===== config.mk =====
export PLATFORM = sky130hd
export DESIGN_NAME = pps_disciplined_wave_generator
export DESIGN_NICKNAME = d
export VERILOG_FILES = /design/src/rtl/core/ppsdw_pkg.sv /design/src/rtl/core/ppsdw_divider.sv /design/src/rtl/core/ppsdw_datapath.sv /design/src/rtl/core/ppsdw_control.sv /design/src/rtl/core/pps_disciplined_wave_generator.sv
export SDC_FILE = /design/constraint.sdc
export NUM_CORES = 2
export LEC_CHECK = 0
export BUFFER_PORTS_ARGS = -buffer_cell sky130_fd_sc_hd__buf_2
export CAP_MARGIN = 0
export CORE_ASPECT_RATIO = 1.5
export CORE_MARGIN = 1.5
export CORE_UTILIZATION = 65
export DETAILED_ROUTE_END_ITERATION = 7
export GPL_TIMING_DRIVEN = 0
export PLACE_DENSITY_LB_ADDON = 0.1
export REMOVE_ABC_BUFFERS = 1
export SYNTH_ARGS = -nofsm -noshare
export SYNTH_HDL_FRONTEND = slang
export SYNTH_HIERARCHICAL = 1
export SYNTH_SLANG_ARGS = --single-unit
export TNS_END_PERCENT = 50

===== constraint.sdc =====
create_clock -name clock -period 44.4 [get_ports clock]
set_input_delay 4.44 -clock clock [delete_from_list [all_inputs] [get_ports clock]]
set_output_delay 4.44 -clock clock [all_outputs]
set_load 0.01 [all_outputs]

===== src/rtl/core/ppsdw_pkg.sv =====
package ppsdw_pkg;

   typedef struct packed {
      logic [1:0]  action;
      logic [15:0] capture_stamp;
      logic [63:0] location_bits;
      logic        location_valid;
      logic [31:0] time_seconds;
      logic        time_valid;
   } req_type;

   typedef struct packed {
      logic [15:0] compare_value;
      logic        compare_valid;
      logic        wave_level;
      logic        data_level;
      logic        data_valid;
      logic        pps_active;
      logic [31:0] measured_cycles;
   } rsp_type;

   localparam logic [1:0] ACT_PPS      = 2'd0;
   localparam logic [1:0] ACT_COMPARE  = 2'd1;
   localparam logic [1:0] ACT_OVERFLOW = 2'd2;

   localparam logic [1:0] REG_WAVE_ENABLE = 2'd0;
   localparam logic [1:0] REG_DATA_ENABLE = 2'd1;
   localparam logic [1:0] REG_WAVE_FREQ   = 2'd2;
   localparam logic [1:0] REG_BIT_REPEAT  = 2'd3;

   // Commands from the controller to the datapath.
   typedef struct packed {
      logic event_go;     // run the event held in the request register
      logic div_start;    // start a calibration division
   } ctl_cmd_type;

   typedef struct packed {
      logic div_busy;
      logic recal_pending;
   } ctl_sts_type;

endpackage


===== src/rtl/core/ppsdw_divider.sv =====
// Restoring divider: one quotient bit per cycle.
module ppsdw_divider (
   input  logic        clock,
   input  logic        reset,
   input  logic        start,
   input  logic [31:0] dividend,
   input  logic [15:0] divisor,
   output logic        busy,
   output logic        done,
   output logic [15:0] quotient,
   output logic [15:0] remainder
);
   logic [31:0] quot_ff, quot_in;
   logic [16:0] rem_ff, rem_in;
   logic [15:0] div_ff, div_in;
   logic [5:0]  count_ff, count_in;
   logic        busy_ff, busy_in;
   logic        done_ff, done_in;
   logic [16:0] trial;

   always_comb begin
      quot_in  = quot_ff;
      rem_in   = rem_ff;
      div_in   = div_ff;
      count_in = count_ff;
      busy_in  = busy_ff;
      done_in  = 1'b0;
      trial    = {rem_ff[15:0], quot_ff[31]};
      if (start) begin
         quot_in  = dividend;
         rem_in   = '0;
         div_in   = divisor;
         count_in = 6'd0;
         busy_in  = 1'b1;
      end else if (busy_ff) begin
         // Shift in the next dividend bit and subtract where it fits.
         if (trial >= {1'b0, div_ff}) begin
            rem_in  = trial - {1'b0, div_ff};
            quot_in = {quot_ff[30:0], 1'b1};
         end else begin
            rem_in  = trial;
            quot_in = {quot_ff[30:0], 1'b0};
         end
         count_in = count_ff + 6'd1;
         if (count_ff == 6'd31) begin
            busy_in = 1'b0;
            done_in = 1'b1;
         end
      end
   end

   always_ff @(posedge clock) begin
      quot_ff <= quot_in;
      rem_ff  <= rem_in;
      div_ff  <= div_in;
      if (reset) begin
         count_ff <= '0;
         busy_ff  <= 1'b0;
         done_ff  <= 1'b0;
      end else begin
         count_ff <= count_in;
         busy_ff  <= busy_in;
         done_ff  <= done_in;
      end
   end

   assign busy      = busy_ff;
   assign done      = done_ff;
   assign quotient  = quot_ff[15:0];
   assign remainder = rem_ff[15:0];
endmodule


===== src/rtl/core/ppsdw_datapath.sv =====
module ppsdw_datapath #(
   parameter int NOMINAL_CLOCK = 16000000,
   parameter int PPS_TIMEOUT   = 32000000
) (
   input  logic                  clock,
   input  logic                  reset,
   input  ppsdw_pkg::req_type    req_data,
   input  logic                  csr_write,
   input  logic [1:0]            csr_index,
   input  logic [14:0]           csr_wdata,
   input  ppsdw_pkg::ctl_cmd_type cmd,
   output ppsdw_pkg::ctl_sts_type sts,
   output ppsdw_pkg::rsp_type    rsp_result
);
   import ppsdw_pkg::*;

   logic        wave_en_ff, data_en_ff;
   logic [14:0] freq_ff;
   logic [7:0]  repeat_cfg_ff;

   logic        pps_seen_ff, pps_seen_in;
   logic        armed_ff, armed_in;
   logic [15:0] ovf_ff, ovf_in;
   logic [15:0] stamp_ff, stamp_in;
   logic [31:0] cps_ff, cps_in;
   logic [15:0] half_ff, half_in;
   logic [15:0] hrem_ff, hrem_in;
   logic        wave_ff, wave_in;
   logic [15:0] hcount_ff, hcount_in;
   logic [15:0] step_ff, step_in;
   logic [15:0] csum_ff, csum_in;
   logic [63:0] shift_ff, shift_in;
   logic [6:0]  bits_ff, bits_in;
   logic [2:0]  stage_ff, stage_in;
   logic [7:0]  rcount_ff, rcount_in;
   logic        fdone_ff, fdone_in;
   logic [63:0] loc_ff, loc_in;
   logic        loc_ok_ff, loc_ok_in;
   logic [31:0] sec_ff, sec_in;
   logic        sec_ok_ff, sec_ok_in;
   logic        recal_ff, recal_in;
   rsp_type     rsp_ff, rsp_in;

   logic [15:0] two_f;
   logic [15:0] proj, step_next, hcount_next;
   logic [31:0] elapsed, ovf_elapsed;
   logic [15:0] ovf_next;
   logic        div_busy, div_done;
   logic [15:0] div_q, div_r;
   logic        wave_go, wave_go_pps;
   logic [15:0] cmp_out;
   logic        dat_out, dat_ok;
   logic [63:0] sw;
   logic [6:0]  bl;
   logic [2:0]  fs;
   logic [15:0] hc_base, st_base, cs_base;

   assign two_f = (freq_ff == 15'd0) ? 16'd2 : {freq_ff, 1'b0};

   ppsdw_divider u_div (
      .clock    (clock),
      .reset    (reset),
      .start    (cmd.div_start),
      .dividend (cps_ff),
      .divisor  (two_f),
      .busy     (div_busy),
      .done     (div_done),
      .quotient (div_q),
      .remainder(div_r)
   );

   assign elapsed     = {ovf_ff, 16'd0} + {16'd0, req_data.capture_stamp} - {16'd0, stamp_ff};
   assign ovf_next    = ovf_ff + 16'd1;
   assign ovf_elapsed = {ovf_next, 16'd0} - {16'd0, stamp_ff};

   // Event logic; the compare product is a 16x16 multiply, and the correction projection is a second one.
   always_comb begin
      pps_seen_in = pps_seen_ff;  armed_in = armed_ff;   ovf_in = ovf_ff;
      stamp_in = stamp_ff;        cps_in = cps_ff;       half_in = half_ff;
      hrem_in = hrem_ff;          wave_in = wave_ff;     hcount_in = hcount_ff;
      step_in = step_ff;          csum_in = csum_ff;     shift_in = shift_ff;
      bits_in = bits_ff;          stage_in = stage_ff;   rcount_in = rcount_ff;
      fdone_in = fdone_ff;        loc_in = loc_ff;       loc_ok_in = loc_ok_ff;
      sec_in = sec_ff;            sec_ok_in = sec_ok_ff; recal_in = recal_ff;
      rsp_in = rsp_ff;
      wave_go = 1'b0; wave_go_pps = 1'b0;
      cmp_out = '0; dat_out = 1'b0; dat_ok = 1'b0;
      proj = '0; step_next = '0; hcount_next = '0;
      sw = shift_ff; bl = bits_ff; fs = stage_ff;
      hc_base = hcount_ff; st_base = step_ff; cs_base = csum_ff;

      if (div_done) begin
         half_in  = div_q;
         hrem_in  = div_r;
         recal_in = 1'b0;
      end

      if (cmd.event_go) begin
         case (req_data.action)
            ACT_PPS: begin
               if (armed_ff) begin
                  cps_in   = elapsed;
                  recal_in = 1'b1;
               end
               armed_in  = 1'b1;
               stamp_in  = req_data.capture_stamp;
               loc_in    = req_data.location_bits;
               loc_ok_in = req_data.location_valid;
               sec_in    = req_data.time_seconds;
               sec_ok_in = req_data.time_valid;
               fs = 3'd0; bl = 7'd0; rcount_in = 8'd0;
               stage_in = 3'd0; bits_in = 7'd0;
               if (wave_en_ff && pps_seen_ff) begin
                  wave_go_pps = 1'b1;
                  hc_base = '0; st_base = '0; cs_base = '0;
                  wave_in = 1'b0; fdone_in = 1'b0;
               end
               ovf_in      = '0;
               pps_seen_in = 1'b1;
            end
            ACT_COMPARE: wave_go = wave_en_ff;
            ACT_OVERFLOW: begin
               ovf_in = ovf_next;
               if (ovf_elapsed > PPS_TIMEOUT[31:0]) begin
                  ovf_in = '0; armed_in = 1'b0; pps_seen_in = 1'b0;
               end
            end
            default: ;
         endcase

         if (wave_go || wave_go_pps) begin
            wave_in = wave_go_pps ? 1'b1 : ~wave_ff;
            proj = cs_base + st_base * (two_f - hc_base);
            if (proj < hrem_ff)      step_next = st_base + 16'd1;
            else if (proj > hrem_ff) step_next = st_base - 16'd1;
            else                     step_next = st_base;
            hcount_next = hc_base + 16'd1;
            step_in   = step_next;
            hcount_in = hcount_next;
            csum_in   = cs_base + step_next;
            cmp_out   = half_ff * hcount_next + step_next;
            // Serial data bit on this half-wave.
            if (data_en_ff && !(wave_go_pps ? 1'b0 : fdone_ff)) begin
               if (!wave_in) begin
                  dat_ok = 1'b1;
               end else if (bl == 7'd0 && fs >= 3'd4) begin
                  fdone_in = 1'b1;
               end else begin
                  if (bl == 7'd0) begin
                     case (fs)
                        3'd1: begin
                           sw = loc_ok_ff ? loc_ff : 64'd0; bl = 7'd64;
                        end
                        3'd2: begin
                           sw = sec_ok_ff ? {32'd0, sec_ff} : 64'd0; bl = 7'd32;
                        end
                        default: begin
                           sw = 64'd1; bl = 7'd1;
                        end
                     endcase
                     fs = fs + 3'd1;
                  end
                  dat_out = sw[0];
                  dat_ok  = 1'b1;
                  if (rcount_in == repeat_cfg_ff - 8'd1) begin
                     sw = {1'b0, sw[63:1]};
                     bl = bl - 7'd1;
                     rcount_in = 8'd0;
                  end else begin
                     rcount_in = rcount_in + 8'd1;
                  end
                  shift_in = sw; bits_in = bl; stage_in = fs;
               end
            end
         end

         rsp_in.compare_value   = cmp_out;
         rsp_in.compare_valid   = wave_go || wave_go_pps;
         rsp_in.wave_level      = wave_in;
         rsp_in.data_level      = dat_out;
         rsp_in.data_valid      = dat_ok;
         rsp_in.pps_active      = pps_seen_in;
         rsp_in.measured_cycles = cps_in;
      end

      if (csr_write && csr_index == REG_WAVE_FREQ) recal_in = 1'b1;
   end

   always_ff @(posedge clock) begin
      rsp_ff   <= rsp_in;
      shift_ff <= shift_in;
      loc_ff   <= loc_in;
      sec_ff   <= sec_in;
      if (reset) begin
         wave_en_ff <= 1'b0; data_en_ff <= 1'b0;
         freq_ff <= 15'd1;   repeat_cfg_ff <= 8'd1;
         pps_seen_ff <= 1'b0; armed_ff <= 1'b0; ovf_ff <= '0; stamp_ff <= '0;
         cps_ff <= NOMINAL_CLOCK[31:0]; half_ff <= '0; hrem_ff <= '0;
         wave_ff <= 1'b0; hcount_ff <= '0; step_ff <= '0; csum_ff <= '0;
         bits_ff <= '0; stage_ff <= 3'd4; rcount_ff <= '0; fdone_ff <= 1'b1;
         loc_ok_ff <= 1'b0; sec_ok_ff <= 1'b0; recal_ff <= 1'b0;
      end else begin
         pps_seen_ff <= pps_seen_in; armed_ff <= armed_in; ovf_ff <= ovf_in;
         stamp_ff <= stamp_in; cps_ff <= cps_in; half_ff <= half_in;
         hrem_ff <= hrem_in; wave_ff <= wave_in; hcount_ff <= hcount_in;
         step_ff <= step_in; csum_ff <= csum_in; bits_ff <= bits_in;
         stage_ff <= stage_in; rcount_ff <= rcount_in; fdone_ff <= fdone_in;
         loc_ok_ff <= loc_ok_in; sec_ok_ff <= sec_ok_in; recal_ff <= recal_in;
         // Register writes.
         if (csr_write) begin
            case (csr_index)
               REG_WAVE_ENABLE: wave_en_ff    <= csr_wdata[0];
               REG_DATA_ENABLE: data_en_ff    <= csr_wdata[0];
               REG_WAVE_FREQ:   freq_ff       <= csr_wdata;
               REG_BIT_REPEAT:  repeat_cfg_ff <= csr_wdata[7:0];
               default: ;
            endcase
         end
      end
   end

   assign sts.div_busy      = div_busy;
   assign sts.recal_pending = recal_ff;
   assign rsp_result        = rsp_ff;

`ifndef ASSERT_OFF
   // A division is never restarted while one is still running.
   a_no_restart: assert property (@(posedge clock) disable iff (reset)
      cmd.div_start |-> !div_busy) else $error("division restarted while busy");
   // The frame stage never runs past the end of the frame.
   a_stage: assert property (@(posedge clock) disable iff (reset)
      stage_ff <= 3'd4) else $error("frame stage out of range");
   // Each bit of the frame comes from a stage that has already advanced.
   a_bits: assert property (@(posedge clock) disable iff (reset)
      (bits_ff != 7'd0) |-> (stage_ff != 3'd0)) else $error("bits left without a stage");
`endif
endmodule


===== src/rtl/core/ppsdw_control.sv =====
module ppsdw_control (
   input  logic                   clock,
   input  logic                   reset,
   input  logic                   req_valid,
   output logic                   req_ready,
   output logic                   rsp_valid,
   input  logic                   rsp_ready,
   input  ppsdw_pkg::ctl_sts_type sts,
   output ppsdw_pkg::ctl_cmd_type cmd
);
   import ppsdw_pkg::*;

   localparam logic [1:0] ST_IDLE  = 2'd0;
   localparam logic [1:0] ST_RUN   = 2'd1;
   localparam logic [1:0] ST_WAIT  = 2'd2;

   logic [1:0] state_ff, state_in;
   logic       out_ff, out_in;
   logic       accept;

   // Accept when idle, the result register is free and no calibration is pending or running.
   assign req_ready = (state_ff == ST_IDLE) && !out_ff && !sts.recal_pending && !sts.div_busy;
   assign accept    = req_valid && req_ready;

   always_comb begin
      state_in      = state_ff;
      out_in        = out_ff;
      cmd.event_go  = 1'b0;
      cmd.div_start = 1'b0;
      if (out_ff && rsp_ready) out_in = 1'b0;
      case (state_ff)
         ST_IDLE: begin
            if (accept) begin
               state_in = ST_RUN;
            end else if (sts.recal_pending && !sts.div_busy) begin
               cmd.div_start = 1'b1;
               state_in = ST_WAIT;
            end
         end
         ST_RUN: begin
            cmd.event_go = 1'b1;
            out_in   = 1'b1;
            state_in = ST_IDLE;
         end
         ST_WAIT: begin
            if (!sts.div_busy && !cmd.div_start) state_in = ST_IDLE;
         end
         default: state_in = ST_IDLE;
      endcase
   end

   always_ff @(posedge clock) begin
      if (reset) begin
         state_ff <= ST_IDLE;
         out_ff   <= 1'b0;
      end else begin
         state_ff <= state_in;
         out_ff   <= out_in;
      end
   end

   assign rsp_valid = out_ff;

`ifndef ASSERT_OFF
   // An event never runs while a calibration division is running.
   a_excl: assert property (@(posedge clock) disable iff (reset)
      cmd.event_go |-> !sts.div_busy) else $error("event during division");
   // An accepted transaction runs in the next cycle.
   a_run: assert property (@(posedge clock) disable iff (reset)
      accept |=> cmd.event_go) else $error("accepted transaction not run");
   // A result is produced only for a run event.
   a_out: assert property (@(posedge clock) disable iff (reset)
      $rose(out_ff) |-> $past(cmd.event_go)) else $error("spurious result");
`endif
endmodule


===== src/rtl/core/pps_disciplined_wave_generator.sv =====
// PPS-disciplined square wave and data generator. Each transaction carries one
// timer event (PPS capture, compare match or overflow) and returns one result.
// An event is held in the request register, run, and its result held until it
// is taken; a PPS capture that recalibrates, or a write to the frequency
// register, then runs a bit-serial divider to completion before the next
// transaction is accepted.
module pps_disciplined_wave_generator #(
   parameter int NOMINAL_CLOCK = 16000000,
   parameter int PPS_TIMEOUT   = 32000000
) (
   input  logic               clock,
   input  logic               reset,
   input  logic               req_valid,
   output logic               req_ready,
   input  ppsdw_pkg::req_type req_data,
   output logic               rsp_valid,
   input  logic               rsp_ready,
   output ppsdw_pkg::rsp_type rsp_data,
   input  logic               csr_write,
   input  logic [1:0]         csr_index,
   input  logic [14:0]        csr_wdata
);
   import ppsdw_pkg::*;

   ctl_cmd_type    cmd;
   ctl_sts_type    sts;
   req_type        req_ff;

   // Hold the accepted request for the event cycle.
   always_ff @(posedge clock) begin
      if (req_valid && req_ready) req_ff <= req_data;
   end

   ppsdw_control u_ctl (
      .clock    (clock),
      .reset    (reset),
      .req_valid(req_valid),
      .req_ready(req_ready),
      .rsp_valid(rsp_valid),
      .rsp_ready(rsp_ready),
      .sts      (sts),
      .cmd      (cmd)
   );

   ppsdw_datapath #(
      .NOMINAL_CLOCK(NOMINAL_CLOCK),
      .PPS_TIMEOUT  (PPS_TIMEOUT)
   ) u_dp (
      .clock     (clock),
      .reset     (reset),
      .req_data  (req_ff),
      .csr_write (csr_write),
      .csr_index (csr_index),
      .csr_wdata (csr_wdata),
      .cmd       (cmd),
      .sts       (sts),
      .rsp_result(rsp_data)
   );
endmodule


==> impl_metrics.yaml <==
synthesis:
  yosys_register_bits: 598
  avgSynthCellArea_um2: 9.91
  ys_warn_count: 6
  seq_area_frac_synth_pct: 41.9
  synth.area.mux_share_pct: 4.08
  synth_edf_count: 377
  synth_compound_area_share_pct: 10.1
  synth_cells: 3791
  async_reset_ff_share_pct: 0
  synth_area_mm2: 0.0376
  synth_xor_area_share_pct: 4.64
  synth_top_family_by_area: "adder cells"
  synthAdderAreaFrac_pct: 16.7
  ys_types: 97
  yosys.area_share.simple_pct: 15.8
  synthFlopType: "edfxtp_1"
timing:
  period_share_pct: 39.8
  setup_violations: 0
  setup_tns_ns: 0
  finalCriticalPeriod_ns: 17.66
  max_freq_mhz: 56.6
  relSlewSlack_pct: 2.77
  timing_hold_violations_final: 0
  maxSlewViolCount: 0
  rsz0062_at_grt: "no"
  finClkSkew_ns: 0.0301
  worst_pin_slew_ns: 1.45
  worst_slack_ns: 26.74
floorplan:
  dieArea_mm2: 0.0593
  initial_utilization_pct: 66.0
  die_h_um: 297
  core_area_mm2: 0.0569
  rows: 107
  pin_count: 193
  die_x_um: 199
critical_path:
  rr_startpoint: "req_ff[114]"
  required_ns: 44.86
  criticalPathCategory: "flip-flop to flip-flop"
  slowest_delay_ns: 0.66
  slowest_stage: "nand4bb_4"
  worst-path-max-fanout: 57
  critPathArrivalTime_ns: 18.12
  critPathLaunch: "req_ff[114]"
  worstSetupStartpointType: "flip-flop"
  cp-end-kind: "flip-flop"
placement:
  portBuffers: 192
  dp_slack_ns: 26.96
  hpwl_um: 67800
  dp.cells: 4541
  gp_congestion: 0.961
final_layout:
  drive_gt1_share_pct: 11.2
  mostFrequentLayoutCell: "nand2_1"
  final_cells: 4646
  n_fill_cell: 4294
  layout_common_cells: "nand2_1, inv_1, edfxtp_1"
  layout.nets: 4360
  synthToLayoutAreaGrowth_pct: 8.58
clock_tree:
  clock-sinks: 598
  htreeDepth: 2
  cts-resized-gates: 0
  cts_made_buffers: 55
  post_cts_buffers: 0
  hold_buffers: 0
  tritoncts: "built"
  clockBufferDepth: 3
  root_buffer: "clkbuf_16"
  clk_pin_slew_ns: 0.06
  worstSkewPairLatency_ns: 0.64
detailed_routing:
  drc: 0
  dr.pass1.iters: 6
  routedWlPerCell_um: 19.5
  num_vias: 27500
  first_iter_violations: 1691
  wirelength_um: 90700
  final_antenna_net_count: 0
  vias_per_cell: 5.92
worst_hold_path:
  hold_class: "flip-flop to flip-flop"
  worstHoldStart: "req_ff[76]"
power_and_ir_drop:
  p_per_area_mw_per_mm2: 33.0
  power_mw: 1.34
  total_leakage_power_nw: 16.7
  irDropWorstVdd_mv: 0.0403
global_routing:
  overflow: 0
  track_usage_pct: 31.3
  grt_max_degree: 106
  antenna_found_initial: 2
  grt_pass1_wl_um: 144000
  grt_pass1_vias: 27700
run_status:
  outcome: "complete, no violations"
job:
  cap_violations: 0
per-layer routing:
metal / share of wire, % / up-vias / routed length (um) / global-route usage [%]
met5: 0 / - / 0 / 0
met2: 51 / 913 / 45900 / 54.6
met1: 37 / 13300 / 33800 / 35.7
met3: 4.8 / 288 / 4370 / 4.24
met4: 7.3 / 0 / 6620 / 20.3
li1: - / 13000 / - / -
cells by family (layout without fill, tap and decap cells):
| group | after synthesis | after routing |
|---|---|---|
| flip-flops | 598 | 598 |
| multiplexers | 145 | 145 |
| AND/OR/NAND/NOR | 1257 | 1257 |
| other | 1 | 5 |
| AO/OA/AOI/OAI | 584 | 584 |
| XOR/XNOR | 187 | 187 |
| adder cells (fa/ha/maj) | 386 | 386 |
| buffers and inverters | 633 | 721 |
sequential cells by signal, indices dropped and copies added (netlist names), 7 cells and up:
register            cells
u_dp/rcount_ff          8
u_dp/half_ff           16
u_dp/bits_ff            7
u_dp/sec_ff            32
u_dp/stamp_ff          16
u_dp/freq_ff           15
u_dp/hcount_ff         16
u_dp/shift_ff          64
u_dp/loc_ff            64
u_dp/u_div/div_ff      16
u_dp/u_div/quot_ff     32
u_dp/u_div/rem_ff      16
req_ff                116
u_dp/rsp_result        53
u_dp/step_ff           16
u_dp/csum_ff           16
u_dp/hrem_ff           16
u_dp/repeat_cfg_ff      8
u_dp/cps_ff            32
u_dp/ovf_ff            16
through the flow:
step	util (%)	cell area (um^2)	hold slack [ns]
global placement	67.7	38500	0.401
floorplan	-	36600	0.400
finish	71.7	40800	0.412
CTS	71.6	40800	0.414
detailed placement	68.4	38900	0.405
global route	71.7	40800	0.421
synth_stat cells, types with 79 or more instances:
| master | number | area, um^2 |
|---|---|---|
| dfxtp_1 | 221 | 4420 |
| fa_1 | 192 | 3840 |
| nor2_1 | 305 | 1140 |
| xnor2_1 | 134 | 1170 |
| nand2_1 | 444 | 1670 |
| edfxtp_1 | 377 | 11300 |
| and2_1 | 111 | 694 |
| o21ai_0 | 115 | 576 |
| nand3_1 | 91 | 455 |
| clkbuf_1 | 165 | 619 |
| mux2i_1 | 79 | 791 |
| inv_1 | 411 | 1540 |
| a21oi_1 | 219 | 1100 |
| ha_1 | 194 | 2430 |
critical path: cells and delay by family, from the launching register on:
| family | cells | cell delay [ns] |
|---|---|---|
| compound gates | 10 | 2.51 |
| xor+xnor | 18 | 4.52 |
| simple gates | 9 | 3.09 |
| flops | 1 | 0.54 |
| buf+inv | 4 | 0.84 |
| fa+ha+maj | 12 | 5.94 |
worst paths after layout:
check | endpoint | slack, ns | cells past startpoint
worst max-delay path | u_dp/rsp_result[52] | 26.74 | 53
worst max register to register | u_dp/rsp_result[52] | 26.74 | 53
worst min register to register | u_dp/loc_ff[42] | 0.41 | 0
worst min-delay path | u_dp/loc_ff[42] | 0.41 | 0
final cells by class:
type	instances	area, um^2	area share [%]
Antenna cell	4	10.0	0.0245
Clock buffer	69	1460	3.58
Sequential cell	598	15700	38.6
Timing Repair Buffer	208	1300	3.19
Multi-Input combinational cell	2560	19400	47.5
Clock inverter	31	377	0.924
Tap cell	763	955	2.34
Inverter	413	1550	3.81
where the power goes:
part           switching, mW  internal [mW]  leakage, nW  total [mW]
Sequential            0.0187          0.621         5.28       0.639
Combinational          0.137         0.0862         10.5       0.223
Clock                  0.211          0.271        0.889       0.482
Note: power is estimated with default switching activity, not from simulation.
